**src/sv/text_mode_cell_renderer_top_defines.svh**
```systemverilog
// Assertion macros shared by the text-mode cell renderer modules.
// No dependencies; taken in by `include where assertions are written.
`ifndef TEXT_MODE_CELL_RENDERER_TOP_DEFINES_SVH
`define TEXT_MODE_CELL_RENDERER_TOP_DEFINES_SVH

`ifndef SYNTHESIS
// property that must hold at every clock edge outside reset
`define TMCR_ASSERT(lbl, clk, rstn, prop) \
	lbl: assert property (@(posedge clk) disable iff (!rstn) (prop)) \
		else $error("tmcr assertion failed");
// antecedent in one cycle implies consequent in the next
`define TMCR_ASSERT_NEXT(lbl, clk, rstn, ante, cons) \
	lbl: assert property (@(posedge clk) disable iff (!rstn) (ante) |=> (cons)) \
		else $error("tmcr assertion failed");
`else
`define TMCR_ASSERT(lbl, clk, rstn, prop)
`define TMCR_ASSERT_NEXT(lbl, clk, rstn, ante, cons)
`endif

`endif

```
**src/sv/tmcr_pkg.sv**
```systemverilog
// Shared types, constants and helpers for the text-mode cell renderer.
// No dependencies.
package tmcr_pkg;

	// glyph store bases
	localparam logic [13:0] BASE_N8  = 14'd0;
	localparam logic [13:0] BASE_D8  = 14'd2048;
	localparam logic [13:0] BASE_N16 = 14'd4096;
	localparam logic [13:0] BASE_D16 = 14'd8192;
	localparam logic [13:0] BASE_IT  = 14'd12288;

	localparam logic [7:0] DEC_BIAS    = 8'h5F;
	localparam logic [7:0] SOLID_ROW   = 8'hFF;
	localparam logic [7:0] COLS_NARROW = 8'd40;
	localparam logic [7:0] COLS_WIDE   = 8'd80;

	// rows within a cell
	localparam logic [3:0] LAST_NARROW = 4'd7;
	localparam logic [3:0] LAST_WIDE   = 4'd15;
	localparam logic [3:0] ULR_NARROW  = 4'd5;
	localparam logic [3:0] ULR_WIDE    = 4'd13;
	localparam logic [3:0] STR_NARROW  = 4'd4;
	localparam logic [3:0] STR_WIDE    = 4'd8;
	localparam logic [3:0] CUR_UL_WIDE = 4'd14;

	// cursor shapes
	localparam logic [2:0] SHP_BLOCK_BLINK  = 3'd1;
	localparam logic [2:0] SHP_BLOCK_STEADY = 3'd2;
	localparam logic [2:0] SHP_UL_BLINK     = 3'd3;
	localparam logic [2:0] SHP_UL_STEADY    = 3'd4;
	localparam logic [2:0] SHP_BAR_BLINK    = 3'd5;
	localparam logic [2:0] SHP_BAR_STEADY   = 3'd6;

	// register indexes
	typedef enum logic [2:0] {
		REG_WIDE   = 3'd0,
		REG_OFFSET = 3'd1,
		REG_CCOL   = 3'd2,
		REG_CROW   = 3'd3,
		REG_CON    = 3'd4,
		REG_CSHAPE = 3'd5,
		REG_CRGB   = 3'd6
	} reg_idx_t;

	// cursor action on one cell
	typedef enum logic [2:0] {
		CUR_NONE,
		CUR_BLOCK,
		CUR_FILL,
		CUR_BAR1,
		CUR_BAR2
	} cur_act_t;

	typedef struct packed {
		logic       wide;
		logic [8:0] line_offset;
		logic [7:0] cursor_col;
		logic [5:0] cursor_row;
		logic       cursor_on;
		logic [2:0] cursor_shape;
	} cfg_t;

	// classified item, front to back
	typedef struct packed {
		logic        is_write;
		logic        addr_ok;
		logic [13:0] addr;
		logic [7:0]  wbyte;
		logic        solid;
		logic [15:0] fg;
		logic [15:0] bg;
		cur_act_t    cur;
	} desc_t;

	function automatic logic [15:0] color_mask(input int bits);
		logic [16:0] m;
		m = (17'd1 << bits) - 17'd1;
		if (bits >= 16) begin
			return 16'hFFFF;
		end
		return m[15:0];
	endfunction

endpackage

```
**src/sv/tmcr_front.sv**
```systemverilog
// Front end: classifies an accepted item into a descriptor for the back end.
// Depends on tmcr_pkg.
module tmcr_front #(
	parameter int GLYPH_DEPTH = 16384,
	parameter int COLOR_BITS  = 16
) (
	input  tmcr_pkg::cfg_t  cfg,
	input  logic            op,
	input  logic [8:0]      scanline,
	input  logic [6:0]      column,
	input  logic [7:0]      glyph_code,
	input  logic [7:0]      attr_bits,
	input  logic [15:0]     fore_rgb,
	input  logic [15:0]     back_rgb,
	input  logic [15:0]     underline_rgb,
	input  logic [13:0]     store_addr,
	input  logic [7:0]      store_byte,
	input  logic [1:0]      blink_half,
	input  logic            cursor_shown,
	output tmcr_pkg::desc_t desc
);

	localparam logic [15:0] ColorMask = tmcr_pkg::color_mask(COLOR_BITS);

	logic [8:0]  rel;
	logic [3:0]  srow, last, ulr, strr;
	logic [5:0]  trow;
	logic [7:0]  row_attr_mask, dec, cols, cx;
	logic        line_hit, ul_row, blink, wrap, steady, hit;
	logic [15:0] fg_m, bg_m, ul_m, fg_b;
	logic [13:0] g_addr, addr;
	logic [2:0]  shape;
	tmcr_pkg::cur_act_t cur;

	always_comb begin
		rel  = scanline - cfg.line_offset;
		srow = cfg.wide ? rel[3:0] : {1'b0, rel[2:0]};
		trow = cfg.wide ? {1'b0, rel[8:4]} : rel[8:3];
		last = cfg.wide ? tmcr_pkg::LAST_WIDE : tmcr_pkg::LAST_NARROW;
		ulr  = cfg.wide ? tmcr_pkg::ULR_WIDE : tmcr_pkg::ULR_NARROW;
		strr = cfg.wide ? tmcr_pkg::STR_WIDE : tmcr_pkg::STR_NARROW;

		ul_row        = (srow == last) || (srow == ulr);
		row_attr_mask = {2'b00, srow == 4'd0, srow == strr, ul_row, srow == last, 2'b00};
		line_hit      = |(attr_bits & row_attr_mask);
		blink         = |(attr_bits[1:0] & blink_half);

		fg_m = fore_rgb & ColorMask;
		bg_m = back_rgb & ColorMask;
		ul_m = underline_rgb & ColorMask;
		fg_b = blink ? bg_m : fg_m;

		// glyph row address
		dec = glyph_code - tmcr_pkg::DEC_BIAS;
		if (attr_bits[6]) begin
			g_addr = (cfg.wide ? tmcr_pkg::BASE_D16 : tmcr_pkg::BASE_D8)
				+ 14'({srow, 5'b0}) + 14'(dec[4:0]);
		end else if (cfg.wide && attr_bits[7] && !glyph_code[7]) begin
			g_addr = tmcr_pkg::BASE_IT + 14'({srow, 7'b0}) + 14'(glyph_code[6:0]);
		end else begin
			g_addr = (cfg.wide ? tmcr_pkg::BASE_N16 : tmcr_pkg::BASE_N8)
				+ 14'({srow, 8'b0}) + 14'(glyph_code);
		end
		addr = op ? store_addr : g_addr;

		// cursor; a pending wrap parks a block in the last column
		cols   = cfg.wide ? tmcr_pkg::COLS_WIDE : tmcr_pkg::COLS_NARROW;
		wrap   = cfg.cursor_col >= cols;
		cx     = wrap ? cols - 8'd1 : cfg.cursor_col;
		steady = (cfg.cursor_shape == tmcr_pkg::SHP_BLOCK_STEADY)
			|| (cfg.cursor_shape == tmcr_pkg::SHP_UL_STEADY)
			|| (cfg.cursor_shape == tmcr_pkg::SHP_BAR_STEADY);
		hit    = (trow == cfg.cursor_row) && cfg.cursor_on && (cursor_shown || steady)
			&& ({1'b0, column} == cx);
		shape  = wrap ? tmcr_pkg::SHP_BLOCK_BLINK : cfg.cursor_shape;
		unique case (shape)
			tmcr_pkg::SHP_UL_BLINK, tmcr_pkg::SHP_UL_STEADY: begin
				cur = ((srow == last) || (cfg.wide && srow == tmcr_pkg::CUR_UL_WIDE))
					? tmcr_pkg::CUR_FILL : tmcr_pkg::CUR_NONE;
			end
			tmcr_pkg::SHP_BAR_BLINK, tmcr_pkg::SHP_BAR_STEADY: begin
				cur = cfg.wide ? tmcr_pkg::CUR_BAR2 : tmcr_pkg::CUR_BAR1;
			end
			default: begin
				cur = tmcr_pkg::CUR_BLOCK;
			end
		endcase

		desc.is_write = op;
		desc.addr_ok  = int'(addr) < GLYPH_DEPTH;
		desc.addr     = addr;
		desc.wbyte    = store_byte;
		desc.solid    = line_hit;
		desc.fg       = (line_hit && ul_row) ? ul_m : fg_b;
		desc.bg       = bg_m;
		desc.cur      = hit ? cur : tmcr_pkg::CUR_NONE;
	end

endmodule

```
**config.mk**
```make
export PLATFORM = sky130hd
export DESIGN_NAME = tmcr_front
export DESIGN_NICKNAME = d
export VERILOG_FILES = /design/src/sv/text_mode_cell_renderer_top_defines.svh /design/src/sv/tmcr_pkg.sv /design/src/sv/tmcr_front.sv
export SDC_FILE = /design/constraint.sdc
export NUM_CORES = 1
export LEC_CHECK = 0
export BUFFER_PORTS_ARGS = -buffer_cell sky130_fd_sc_hd__buf_2
export CAP_MARGIN = 20
export CELL_PAD_IN_SITES_DETAIL_PLACEMENT = 1
export CELL_PAD_IN_SITES_GLOBAL_PLACEMENT = 1
export CORE_MARGIN = 1
export CORE_UTILIZATION = 24
export DETAILED_ROUTE_END_ITERATION = 12
export GPL_TIMING_DRIVEN = 0
export PLACE_DENSITY_LB_ADDON = 0.25
export SYNTH_ARGS = -nofsm -noshare
export SYNTH_HDL_FRONTEND = slang
export SYNTH_SLANG_ARGS = --single-unit
```
**constraint.sdc**
```tcl
create_clock -name vclk -period 3.2
set_input_delay 0.32 -clock vclk [all_inputs]
set_output_delay 0.32 -clock vclk [all_outputs]
set_load 0.02 [all_outputs]
```
* Word level (Yosys, flattened, before mapping) *
Index checks and enable logic that the tools add are counted.

storage, ports and cells
  bits in registers = 0
  bits of input ports = 134
  word-level logic and storage cells = 62

operators by class
  $add $sub $neg = 9
  magnitude comparators = 1
  equality and inequality tests = 13
  multiplexer cells = 19
  bitwise logic cells = 2
  reduce and logical (&&, ||, !) cells = 18

operator list
  cell                                                                 number
  14-bit 2-to-1 mux                                                    4
  16-bit 2-to-1 mux                                                    2
  4-bit 2-to-1 mux                                                     4
  3-bit == test (second input constant)                                5
  13-bit by 12-bit adder with 14-bit output                            1
  13-bit by 12-bit adder with 14-bit output (first input constant)     1
  14-bit by 5-bit adder with 14-bit output                             1
  14-bit by 7-bit adder with 14-bit output                             1
  14-bit by 8-bit adder with 14-bit output                             1
  14-bit by 9-bit adder with 14-bit output                             1
  13-bit 2-to-1 mux                                                    1
  4-bit == test                                                        3
  3-bit 2-to-1 mux                                                     3
  9-bit subtractor                                                     1
  8-bit by 6-bit AND with 8-bit output                                 1
  7-bit by 8-bit == test with 1-bit output                             1
  8-bit by 7-bit greater-or-equal comparator with 1-bit output         1
  8-bit 2-to-1 mux                                                     1
  8-bit OR reduction                                                   1
  7-bit by 1-bit subtractor with 8-bit output (second input constant)  1
  1-bit logical AND                                                    7
  7-bit 2-to-1 mux                                                     1
  3-bit by 2-bit == test with 1-bit output (second input constant)     2
  6-bit == test                                                        1
  other kinds (10)                                                     16

* Logic depth before layout (Yosys ltp) *
  depth after elaboration = 8
  gate-level depth with buffers = 10
  gate-level depth less buffers = 10

* Worst setup path after synthesis *
Ideal clock, no wire load.

  path type = input to output
  start point = input port scanline[0]
  end point = output port desc[0] (netlist bit)
  arrival time = 2.850 ns
  required time = 2.880 ns
  setup slack = 0.030 ns
  stages = 10
  cell sequence = inv_1 ha_1 fa_1 nand2b_1 a211oi_1 o22ai_2 mux2i_1 a221oi_2 o2111ai_1 nor4_1

RTL lines
  what                line              source
  start: declaration  tmcr_front.sv:9   input logic [8:0] scanline,
  end: declaration    tmcr_front.sv:20  output tmcr_pkg::desc_t desc

==> flow_summary.json <==
{
  "ios": 194,
  "synth.largest_area_cell": "mux2i_1",
  "worstMarginPinSlew_ps": 880,
  "synthesis.area_um2": 1980,
  "post-route-period-util_pct": 96.5,
  "grt_max_degree": 13,
  "first_iter_violations": 38,
  "seqCellArea_um2": 0,
  "synthSimpleGateAreaFrac_pct": 22.1,
  "dieWidth_um": 92.8,
  "ys_top_cells_by_area": "mux2i_1 13%, buf_4 10%, o21ai_0 9.1%",
  "crit_chain": "buf_6, inv_4, ha_4, fa_2, nand2b_4, a211oi_4, o22ai_2, xor2_1, nor2_1, o31a_1, nor4_1, buf_2",
  "clkPwrFrac_pct": 0,
  "min_from": "store_byte[6]",
  "fmax_mhz": 324,
  "worstPathRequired_ps": 2880,
  "arrival_ps": 2770,
  "place_hpwl_mm": 7.47,
  "cts_hold_buf": 0,
  "nClkBuffers": 0,
  "synth_top_family_by_area": "compound AO/OA/AOI/OAI gates",
  "vias": 2803,
  "synth-adder-area-share_pct": 9.87,
  "drt_pass1_iterations": 4,
  "crit_type": "in2out",
  "core_um2": 7850,
  "start_util_pct": 25.2,
  "muxShareOfSynthArea_pct": 14.3,
  "critPathCaptureType": "output pin",
  "slowest_delay_ps": 420,
  "critical_path.slowest_cell": "fa_2",
  "power.leakage_nw": 1.72,
  "maxSlewHeadroom_pct": 41.3,
  "placedCellCount": 579,
  "synth_nets": 443,
  "drive_gt1_share_pct": 52.0,
  "n_antenna_cell": 0,
  "portBuffers": 183,
  "synth_xor_area_share_pct": 9.68,
  "nFlopsAndLatches": 0,
  "holdPathEnd": "desc[42]",
  "fin_util_pct": 41.1,
  "powerDensity_nw_per_um2": 200,
  "rows": 32,
  "report.final.hold_viol_count": 0,
  "syn-instance-count": 294,
  "grt_pass1_wl_mm": 13.3,
  "whs_path_depth": 2,
  "yosysSeqAreaShare_pct": 0,
  "synth_cell_type_count": 54,
  "setup_viol_count_final": 0,
  "p_int_w": 0.000279,
  "path_delay_family": "compound AO/OA/AOI/OAI gates",
  "wire_per_inst_um": 14.8,
  "postRouteAntennaNets": 0,
  "cp_num_buf_inv": 3,
  "multi_input_area_um2": 1750,
  "die_area_um2": 8610,
  "first_global_vias": 2855,
  "min_period_ps": 3090,
  "fin_nets": 634,
  "area_growth_pct": 62.9,
  "synth.avg_cell_area_um2": 6.73,
  "min_path_type": "in2out",
  "yosysMostFrequentCell": "nand2_1",
  "swShare_pct": 56.7,
  "start_kind": "primary input",
  "drcViolationCount": 0,
  "synth_top_area_share_pct": 13.2,
  "outcome": "complete, no violations",
  "yosys_warnings": 0,
  "maxCapViolCount": 0,
  "synth_compound_area_share_pct": 26.3,
  "irDropWorstVdd_mv": 0.0756,
  "die_y_um": 92.8,
  "ys_top_cells_by_count": "37 x nand2_1, 36 x o21ai_0, 27 x buf_4",
  "n_fill_cell": 1070,
  "path_max_fanout": 3,
  "rsz0062_at_grt": "yes",
  "antenna_found_initial": 1,
  "gr-total-overflow": 0,
  "seqPwrFrac_pct": 0,
  "maxSlewViolCount": 0,
  "track_usage_pct": 18.6,
  "vias_per_cell": 4.79,
  "wirelength_mm": 8.63,
  "fin_cells": 585,
  "netSwitchingPower_w": 0.000365,
  "gp_congestion": 0.793,
  "pwr-share-comb_pct": 100.0
}
[layer usage]
layer	track usage, %	up-vias	wire length [µm]
met2	37.7	108	4670
met5	0	-	13
met4	1.03	2	64
li1	-	1399	-
met1	20.8	1288	3290
met3	2.79	6	598
[final cells by class]
class                           instances  share of cell area, %
Multi-Input combinational cell        232                   54.4
Inverter                               21                   2.52
Buffer                                 41                   8.73
Timing Repair Buffer                  189                   30.4
Tap cell                              102                   3.96
[metrics by stage]
| stage | total power, W | worst slack, ps | hold WS [ps] | cell area (µm²) | setup TNS, ps |
|---|---|---|---|---|---|
| 2_1_floorplan | 0.000381 | 30.2 | 753 | 1980 | 0 |
| 3_3_place_gp | 0.000591 | -157 | 858 | 3020 | -399 |
| 3_5_place_dp | 0.000602 | -130 | 859 | 3020 | -325 |
| 4_1_cts | 0.000611 | 6.85 | 859 | 3060 | 0 |
| 5_1_grt | 0.000706 | -24.1 | 864 | 3220 | -24.1 |
| 6_report | 0.000644 | 111 | 857 | 3220 | 0 |
[timing repair]
item	4_1_cts	5_1_grt
gates resized for setup	5	35
setup endpoints to repair	3	19
pin swaps	4	10
buffers inserted	2	4
[cell usage in the layout, fill, tap and decap left out, types with 3 or more instances in the layout]
cell type	instances
nand3_1	4
nor2_1	21
buf_4	35
xnor2_1	13
nor2b_1	3
o21ai_0	35
a21o_1	3
mux2i_1	26
a21oi_1	9
o22ai_1	3
clkbuf_2	3
nand4_1	3
xor2_1	6
buf_6	3
o221ai_1	3
o31ai_1	3
inv_1	19
nand2_1	37
buf_2	182
clkbuf_1	6
ha_1	12
[power by group through the flow]
stage          clock network [W]  registers, W  logic (W)
2_1_floorplan                  0             0   0.000381
3_3_place_gp                   0             0   0.000591
3_5_place_dp                   0             0   0.000602
4_1_cts                        0             0   0.000611
5_1_grt                        0             0   0.000706
6_report                       0             0   0.000644
[worst max path at each step]
stage,startpoint,end,slack [ps],cells after the start
3_3_place_gp,cfg[18],desc[1],-160,11
6_report,scanline[0],desc[0],110,12
5_1_grt,scanline[0],desc[2],-20,12
3_5_place_dp,cfg[27],desc[1],-130,12
4_1_cts,cfg[18],desc[1],7,11
2_1_floorplan,scanline[0],desc[0],30,10
[cell families (layout without fill, tap and decap cells)]
| kind of cell | count (synthesis) | after routing |
|---|---|---|
| AND/OR/NAND/NOR | 89 | 89 |
| buffers and inverters | 62 | 251 |
| XOR/XNOR | 21 | 21 |
| AO/OA/AOI/OAI | 78 | 78 |
| adder cells (fa/ha/maj) | 15 | 15 |
| multiplexers | 28 | 28 |
| other | 1 | 1 |
No activity file was read; power rests on OpenSTA's default activity.
