<file path="src/sv/text_mode_cell_renderer_top_defines.svh">
// Assertion macros shared by the text-mode cell renderer modules.
// No dependencies; taken in by `include where assertions are written.
`ifndef TEXT_MODE_CELL_RENDERER_TOP_DEFINES_SVH
`define TEXT_MODE_CELL_RENDERER_TOP_DEFINES_SVH

`ifndef SYNTHESIS
// property that must hold at every clock edge outside reset
`define TMCR_ASSERT(lbl, clk, rstn, prop) \
	lbl: assert property (@(posedge clk) disable iff (!rstn) (prop)) \
		else $error("tmcr assertion failed");
// antecedent in one cycle implies consequent in the next
`define TMCR_ASSERT_NEXT(lbl, clk, rstn, ante, cons) \
	lbl: assert property (@(posedge clk) disable iff (!rstn) (ante) |=> (cons)) \
		else $error("tmcr assertion failed");
`else
`define TMCR_ASSERT(lbl, clk, rstn, prop)
`define TMCR_ASSERT_NEXT(lbl, clk, rstn, ante, cons)
`endif

`endif

</file>
<file path="src/sv/tmcr_pkg.sv">
// Shared types, constants and helpers for the text-mode cell renderer.
// No dependencies.
package tmcr_pkg;

	// glyph store bases
	localparam logic [13:0] BASE_N8  = 14'd0;
	localparam logic [13:0] BASE_D8  = 14'd2048;
	localparam logic [13:0] BASE_N16 = 14'd4096;
	localparam logic [13:0] BASE_D16 = 14'd8192;
	localparam logic [13:0] BASE_IT  = 14'd12288;

	localparam logic [7:0] DEC_BIAS    = 8'h5F;
	localparam logic [7:0] SOLID_ROW   = 8'hFF;
	localparam logic [7:0] COLS_NARROW = 8'd40;
	localparam logic [7:0] COLS_WIDE   = 8'd80;

	// rows within a cell
	localparam logic [3:0] LAST_NARROW = 4'd7;
	localparam logic [3:0] LAST_WIDE   = 4'd15;
	localparam logic [3:0] ULR_NARROW  = 4'd5;
	localparam logic [3:0] ULR_WIDE    = 4'd13;
	localparam logic [3:0] STR_NARROW  = 4'd4;
	localparam logic [3:0] STR_WIDE    = 4'd8;
	localparam logic [3:0] CUR_UL_WIDE = 4'd14;

	// cursor shapes
	localparam logic [2:0] SHP_BLOCK_BLINK  = 3'd1;
	localparam logic [2:0] SHP_BLOCK_STEADY = 3'd2;
	localparam logic [2:0] SHP_UL_BLINK     = 3'd3;
	localparam logic [2:0] SHP_UL_STEADY    = 3'd4;
	localparam logic [2:0] SHP_BAR_BLINK    = 3'd5;
	localparam logic [2:0] SHP_BAR_STEADY   = 3'd6;

	// register indexes
	typedef enum logic [2:0] {
		REG_WIDE   = 3'd0,
		REG_OFFSET = 3'd1,
		REG_CCOL   = 3'd2,
		REG_CROW   = 3'd3,
		REG_CON    = 3'd4,
		REG_CSHAPE = 3'd5,
		REG_CRGB   = 3'd6
	} reg_idx_t;

	// cursor action on one cell
	typedef enum logic [2:0] {
		CUR_NONE,
		CUR_BLOCK,
		CUR_FILL,
		CUR_BAR1,
		CUR_BAR2
	} cur_act_t;

	typedef struct packed {
		logic       wide;
		logic [8:0] line_offset;
		logic [7:0] cursor_col;
		logic [5:0] cursor_row;
		logic       cursor_on;
		logic [2:0] cursor_shape;
	} cfg_t;

	// classified item, front to back
	typedef struct packed {
		logic        is_write;
		logic        addr_ok;
		logic [13:0] addr;
		logic [7:0]  wbyte;
		logic        solid;
		logic [15:0] fg;
		logic [15:0] bg;
		cur_act_t    cur;
	} desc_t;

	function automatic logic [15:0] color_mask(input int bits);
		logic [16:0] m;
		m = (17'd1 << bits) - 17'd1;
		if (bits >= 16) begin
			return 16'hFFFF;
		end
		return m[15:0];
	endfunction

endpackage

</file>
<file path="src/sv/tmcr_fifo.sv">
// Two-entry descriptor queue between front and back ends.
// Depends on tmcr_pkg and text_mode_cell_renderer_top_defines.svh.
`include "text_mode_cell_renderer_top_defines.svh"
module tmcr_fifo (
	input  logic            clk,
	input  logic            arst_n,
	input  logic            push,
	input  tmcr_pkg::desc_t din,
	output logic            full,
	input  logic            pop,
	output tmcr_pkg::desc_t dout,
	output logic            not_empty
);

	tmcr_pkg::desc_t mem_q [2];
	logic            wr_ptr_q, rd_ptr_q;
	logic [1:0]      count_q;

	assign full      = count_q == 2'd2;
	assign not_empty = count_q != 2'd0;
	assign dout      = mem_q[rd_ptr_q];

	always_ff @(posedge clk) begin
		if (push) begin
			mem_q[wr_ptr_q] <= din;
		end
	end

	always_ff @(posedge clk or negedge arst_n) begin
		if (!arst_n) begin
			wr_ptr_q <= 1'b0;
			rd_ptr_q <= 1'b0;
			count_q  <= 2'd0;
		end else begin
			if (push) begin
				wr_ptr_q <= ~wr_ptr_q;
			end
			if (pop) begin
				rd_ptr_q <= ~rd_ptr_q;
			end
			count_q <= count_q + 2'(push) - 2'(pop);
		end
	end

	`TMCR_ASSERT(a_no_overflow, clk, arst_n, !(push && count_q == 2'd2 && !pop))
	`TMCR_ASSERT(a_no_underflow, clk, arst_n, !(pop && count_q == 2'd0))

endmodule

</file>
<file path="config.mk">
export PLATFORM = sky130hd
export DESIGN_NAME = tmcr_fifo
export DESIGN_NICKNAME = d
export VERILOG_FILES = /design/src/sv/tmcr_pkg.sv /design/src/sv/tmcr_fifo.sv
export VERILOG_INCLUDE_DIRS = /design/src /design/src/sv
export SDC_FILE = /design/constraint.sdc
export NUM_CORES = 1
export LEC_CHECK = 0
export BUFFER_PORTS_ARGS = -buffer_cell sky130_fd_sc_hd__buf_2
export CAP_MARGIN = 20
export CORE_ASPECT_RATIO = 1.25
export CORE_MARGIN = 2
export CORE_UTILIZATION = 35
export DETAILED_ROUTE_END_ITERATION = 6
export SLEW_MARGIN = 20
export SYNTH_ARGS = -nofsm -noshare
export SYNTH_HDL_FRONTEND = slang
export SYNTH_SLANG_ARGS = --single-unit
export TNS_END_PERCENT = 5
</file>
<file path="constraint.sdc">
create_clock -name clk -period 9.45 [get_ports clk]
set_input_delay 1.89 -clock clk [delete_from_list [all_inputs] [get_ports clk]]
set_output_delay 1.89 -clock clk [all_outputs]
set_load 0.01 [all_outputs]
</file>
Yosys cells after proc, flatten, opt, wreduce, memory -nomap -nowiden. Memories as Yosys holds them, arrays and structs flattened. Index checks and enable logic that the tools add are counted.

Bitwise logic cells: 2. Add/subtract/negate cells: 2. Reduce and logical (&&, ||, !) cells: 1. Multiplexer cells: 2. Equality and inequality tests: 1.

Operators by type and width (number): 2-bit by 1-bit adder with 2-bit output (1); 2-bit equality test, second input constant (1); 1-bit 2-to-1 mux (2); 1-bit NOT (2); 2-bit nonzero test (1); 2-bit by 1-bit subtractor with 2-bit output (1).

Register bits: 4. Input bits: 64. RAM bits: 120. Memories kept: 1.

Memory list: mem_q (words 2, bits a word 60, read ports 1, clocked after memory_dff 0, wr ports 1, RTL line tmcr_fifo.sv:15) `tmcr_pkg::desc_t mem_q [2];`.

Longest topological paths before layout. Gate-level depths: netlist of the first run.

Depth in word-level cells: 2. Gate-level depth with buffers: 5. Mapped depth without buffers: 5.

Worst setup path before layout of the first run. OpenSTA, ideal clock, no wires.

Kind: input-to-reg. Start point: input port push. End point: memory mem_q[0][0] (netlist name), enable pin. Setup slack: 4.431 ns. Data arrival time: 4.534 ns. Buffers on the path: 0. Cell stages on the path: 1. Setup time: 0.485 ns. Path through: nor2b_1.

Longest elaborated chain between the ends: 2.

Ends and longest elaborated chain: from (decl) (RTL line tmcr_fifo.sv:7) `input logic push,`; 1-bit 2-to-1 mux (RTL line tmcr_fifo.sv:24) `if (push) begin`; 1-bit 2-to-1 mux (not written as such) (RTL line tmcr_fifo.sv:25) `mem_q[wr_ptr_q] <= din;`; to (decl) (RTL line tmcr_fifo.sv:15).

Every way passes these cells.

==> results of run 1 <==
[cells in the mapped netlist]
master / instances / share of area (%)
buf_6: 1 / 0.23
buf_12: 6 / 2.5
nor2b_1: 2 / 0.26
and2_1: 1 / 0.13
xor3_1: 1 / 0.49
inv_1: 2 / 0.16
xor2_1: 2 / 0.36
mux2_2: 1 / 0.23
mux2_4: 59 / 18
ha_1: 2 / 0.52
dfrtp_1: 4 / 2.1
edfxtp_1: 120 / 75
or2_2: 1 / 0.13
[power by group]
part	leakage (nW)	internal [mW]	switching, mW
clock	0.271	0.387	0.233
combinational	1.07	0.294	0.242
sequential	1.17	0.733	0.0578
total	2.51	1.41	0.533
[layer usage]
layer	vias up	wire length [um]
li1	1084	-
met1	1166	3030
met2	80	4180
met3	6	634
met4	0	86
met5	-	0
[logic make-up (layout without fill, tap and decap cells)]
group / Yosys count / count (layout)
other: 0 / 2
xor gates and xnor gates: 3 / 3
DFF: 124 / 124
buffers and inverters: 9 / 162
muxes: 60 / 60
adders and majority gates: 2 / 2
and+or+nand+nor: 4 / 4
[path summary, 6_finish.rpt]
check | endpoint | slack, ns | cells past startpoint
worst max register to register | mem_q[0][0]$_DFFE_PP_ | 7.50 | 2
max in group asynchronous | rd_ptr_q$_DFFE_PN0P_ | 8.02 | 1
worst max-delay path | dout[59] | 5.57 | 3
worst min register to register | wr_ptr_q$_DFFE_PN0P_ | 0.54 | 1
min in group asynchronous | wr_ptr_q$_DFFE_PN0P_ | 1.29 | 1
worst min-delay path | wr_ptr_q$_DFFE_PN0P_ | 0.54 | 1
[stage by stage]
step	power, mW	hold slack (ns)	util (%)
after CTS	1.98	0.546	45.3
after detailed placement	1.35	0.534	41.1
final	1.95	0.543	45.3
after global placement	1.34	0.522	40.9
after floorplan	1.22	0.455	-
after global routing	2.05	0.571	45.3
[worst max-delay path, cell delays in order, from the launching register on]
cell	delay, ns
dfrtp_4	0.74
buf_16	0.33
mux2_2	0.37
buf_2	0.14
[registers in the layout, summed over array words and instances (netlist names)]
| signal | cells |
|---|---|
| mem_q | 120 |
| count_q | 2 |
| wr_ptr_q | 1 |
| rd_ptr_q | 1 |
[final cells by class]
cell class | count | area (um2)
multi-input cells | 69 | 997
diodes | 2 | 5.00
clock inverters | 15 | 148
inverters | 2 | 7.51
well taps | 175 | 219
flip-flops and latches | 124 | 3710
fillers | 1188 | 7460
repair buffers | 128 | 668
clock buffers | 17 | 425
==> impl_metrics.json, run 1 <==
{
  "dp_cells": 498,
  "ys_seq_area_share_pct": 76.7,
  "grt_pass1_vias": 2430,
  "most-common-layout-cells": "125 x buf_2, 120 x edfxtp_1, 59 x mux2_4",
  "yosys.area_share.simple_pct": 0.518,
  "p_per_area_nw_per_um2": 315,
  "gr-usage-met3_pct": 4.81,
  "pre_cts_ws_ns": 5.81,
  "max_slew_margin_pct": 55.2,
  "clockRootBuffer": "clkbuf_16",
  "drc": 0,
  "synth.avg_cell_area_um2": 23.9,
  "placed_area_um2": 5600,
  "worstSetupEndpointType": "primary output",
  "setup.worst_path.class": "register to primary output",
  "yosysWarningCount": 0,
  "reg2reg_from": "wr_ptr_q$_DFFE_PN0P_",
  "finalWirelength_mm": 7.92,
  "portBuffers": 125,
  "grt_pass1_wl_mm": 12.1,
  "grt_use_total_pct": 11.3,
  "path_clk_slew_ns": 0.06,
  "path_max_fanout": 38,
  "holdCritStartpoint": "wr_ptr_q$_DFFE_PN0P_",
  "drt_iter0_markers": 100,
  "start_util_pct": 35.4,
  "fp.dieW_um": 109,
  "clk_latency_ns": 0.39,
  "vias": 2336,
  "power.leakage_nw": 2.51,
  "dieHeight_um": 135,
  "cts_sinks": 124,
  "grt.busiest_layer": "met2",
  "post-cts-setup-buffer-count": 0,
  "coreArea_um2": 13600,
  "setup_viol": 0,
  "mostFrequentLayoutCell": "buf_2",
  "hold_viol_final": 0,
  "max_freq_ghz": 0.258,
  "synth-adder-area-share_pct": 0.518,
  "syn-num-nets": 268,
  "synth_compound_area_share_pct": 0,
  "first_pass_iters": 4,
  "grt_use_met2_pct": 19.7,
  "synth.distinct_cells": 13,
  "setup_ws_ns": 5.57,
  "areaGrowthSynthToFinish_pct": 27.9,
  "cp-startpoint": "rd_ptr_q$_DFFE_PN0P_",
  "ir_drop_mv": 0.219,
  "synth-seq-cells": 124,
  "drv_cap": 0,
  "outcome": "complete, no violations",
  "ios": 126,
  "drv_slew": 0,
  "avgRoutedWirePerCell_um": 14.9,
  "die_area_um2": 14800,
  "clockBufferDepth": 2,
  "synth_top_family_by_area": "multiplexers",
  "drive_gt1_share_pct": 62.5,
  "final_area_um2": 6180,
  "antenna_found_initial": 2,
  "synth_area_um2": 4830,
  "stdcell_count": 532,
  "met1_usage_pct": 11.6,
  "cts_resized": 0,
  "htree_levels": 4,
  "rows": 48,
  "syn_inst": 202,
  "muxShareOfSynthArea_pct": 18.6,
  "startpoint_type": "register",
  "timing.final.crit_period_ns": 3.88,
  "cts_tree": "built",
  "ant_nets": 0,
  "gp_congestion": 0.631,
  "ctsHoldBuffers": 0,
  "skew_ns": 0.00651,
  "hold_path.class": "register to register",
  "critPathArrivalTime_ns": 1.99,
  "grt_max_degree": 40,
  "gr-total-overflow": 0,
  "cp.required_ns": 7.56,
  "finalCritPeriodShare_pct": 41.1,
  "finalNetCount": 408,
  "cts_made_buffers": 17,
  "synth_xor_area_share_pct": 0.855,
  "tightestPinTransition_ns": 0.671,
  "setup-tns-final_ns": 0,
  "via_per_inst": 4.39,
  "rsz0062_at_grt": "no"
}
No activity file was read; power rests on OpenSTA's default activity.
==> run 2: changes to the inputs <==
==> constraint.sdc (replaced) <==
create_clock -name clk -period 3.7 [get_ports clk]
set_input_delay 0.74 -clock clk [delete_from_list [all_inputs] [get_ports clk]]
set_output_delay 0.74 -clock clk [all_outputs]
set_load 0.01 [all_outputs]
==> run 2 against run 1 <==
Core utilization stayed put. Power grew to 2.6 times the previous value. Critical endpoint is now dout[30]. Clock power grew to 2.6 times the previous value. Routed wire length is 3.5% higher. Critical path depth stayed put. Register-to-register slack worse by 5.5 ns. Sequential power grew to 2.6 times the previous value. Via count is 1.3% lower. Design area stayed put. Sequential share of layout area stayed put. First-iteration DRC count is 47% lower. Worst hold slack worse by 0.41 ns.
==> impl_metrics.json, run 2 (synthesis results as in run 1) <==
{
  "dieHeight_um": 135,
  "placed_area_um2": 5610,
  "antenna_found_initial": 2,
  "finalCritPeriodShare_pct": 75.6,
  "final_area_um2": 6180,
  "hold_ws_ns": 0.138,
  "die_area_um2": 14800,
  "drt_iter0_markers": 53,
  "largest_register": "mem_q",
  "largest_reg_flops": 120,
  "skew_ns": 0.00588,
  "via_per_inst": 4.35,
  "fin_util_pct": 45.3,
  "drc": 0,
  "cts_sinks": 124,
  "start_util_pct": 35.4,
  "cp-startpoint": "rd_ptr_q$_DFFE_PN0P_",
  "pre_cts_ws_ns": 1.30,
  "hold_viol_final": 0,
  "dp_cells": 499,
  "hold_path.class": "input pin to asynchronous set/reset pin",
  "power_mw": 4.99,
  "gr-total-overflow": 0,
  "drv_slew": 0,
  "cts_tree": "built",
  "path_clk_slew_ns": 0.05,
  "setup-tns-final_ns": 0,
  "cp.required_ns": 2.96,
  "fp.dieW_um": 109,
  "htree_levels": 4,
  "rows": 48,
  "n_antenna_cell": 0,
  "tightestPinTransition_ns": 0.760,
  "portBuffers": 125,
  "reg2reg_from": "wr_ptr_q$_DFFE_PN0P_",
  "setup_viol": 0,
  "p_per_area_nw_per_um2": 808,
  "grt_pass1_vias": 2420,
  "avgRoutedWirePerCell_um": 15.5,
  "finalNetCount": 409,
  "place_hpwl_mm": 5.27,
  "post-cts-setup-buffer-count": 0,
  "drive_gt1_share_pct": 61.4,
  "path_max_fanout": 32,
  "max_freq_ghz": 0.358,
  "drv_cap": 0,
  "ff_latch_area_um2": 3710,
  "finalWirelength_mm": 8.20,
  "clk_latency_ns": 0.40,
  "power.leakage_nw": 2.52,
  "areaGrowthSynthToFinish_pct": 27.9,
  "first_pass_iters": 4,
  "setup.worst_path.class": "register to primary output",
  "grt_max_degree": 33,
  "multi_input_area_um2": 997,
  "top_regs": "mem_q: 120 flops, count_q: 2 flops",
  "nFillCells": 1214,
  "grt_pass1_wl_mm": 12.3,
  "max_slew_margin_pct": 49.4,
  "grt_use_total_pct": 11.4,
  "setup_ws_ns": 0.903,
  "ant_nets": 0,
  "rsz0062_at_grt": "no",
  "timing.final.crit_period_ns": 2.80,
  "crit_chain": "buf_12 -> mux2_4 -> buf_2",
  "most-common-layout-cells": "125 x buf_2, 120 x edfxtp_1, 59 x mux2_4",
  "worstSetupEndpointType": "primary output",
  "cpPeakStageDelay_ns": 0.81,
  "critPathArrivalTime_ns": 2.06,
  "ios": 126,
  "mostFrequentLayoutCell": "buf_2",
  "clockRootBuffer": "clkbuf_16",
  "cts_resized": 0,
  "coreArea_um2": 13600,
  "stdcell_count": 530,
  "outcome": "complete, no violations",
  "startpoint_type": "register",
  "cts_made_buffers": 17,
  "ctsHoldBuffers": 0,
  "ir_drop_mv": 0.387,
  "gp_congestion": 0.637,
  "vias": 2305,
  "clockBufferDepth": 2,
  "cp_slowest_cell": "dfrtp_4"
}
==> run 2: cell types whose count changed in the layout (fill, tap and decap cells not counted), sizes merged <==
cell      change
bufinv        +1
clkinvlp      -3
inv           -3
diode         -2
clkbuf        +5
buf           +1
clkinv        -1
==> run 2: metal layers <==
metal | vias up | routed length [um] | share of wire (%) | global-route usage (%)
met5 | - | 23 | 0.28 | 0
met4 | 4 | 116 | 1.4 | 5.56
met3 | 13 | 681 | 8.3 | 4.52
met2 | 87 | 4080 | 50 | 19.0
met1 | 1122 | 3300 | 40 | 12.6
li1 | 1079 | - | - | -
==> run 2: where the power goes <==
| group | internal [mW] | switching (mW) | leakage [nW] |
|---|---|---|---|
| clock | 1.05 | 0.544 | 0.275 |
| combinational | 0.755 | 0.610 | 1.07 |
| sequential | 1.87 | 0.164 | 1.17 |
| total | 3.67 | 1.32 | 2.52 |
==> run 2: final timing paths <==
| check | end | slack (ns) | cells past startpoint |
|---|---|---|---|
| worst max-delay path | dout[30] | 0.90 | 3 |
| worst min-delay path | count_q[0]$_DFF_PN0_ | 0.14 | 1 |
| worst max register to register | mem_q[1][42]$_DFFE_PP_ | 1.98 | 2 |
| worst min register to register | wr_ptr_q$_DFFE_PN0P_ | 0.56 | 1 |
| max in group asynchronous | rd_ptr_q$_DFFE_PN0P_ | 3.42 | 1 |
| min in group clk | mem_q[1][56]$_DFFE_PP_ | 0.53 | 1 |
==> run 2: area by class of cell <==
cell class / count / share of cell area, %
clock buffer: 22 / 7.19
clock inverter: 9 / 1.96
inverter: 2 / 0.122
multi-input combinational: 69 / 16.1
sequential: 124 / 60.0
tap: 175 / 3.54
timing repair buffer: 129 / 11.0
==> run 2: worst max-delay path: cells and delay by family (launching register included) <==
kind     cells  cell delay, ns
buf+inv      2            0.46
flops        1            0.81
mux          1            0.34
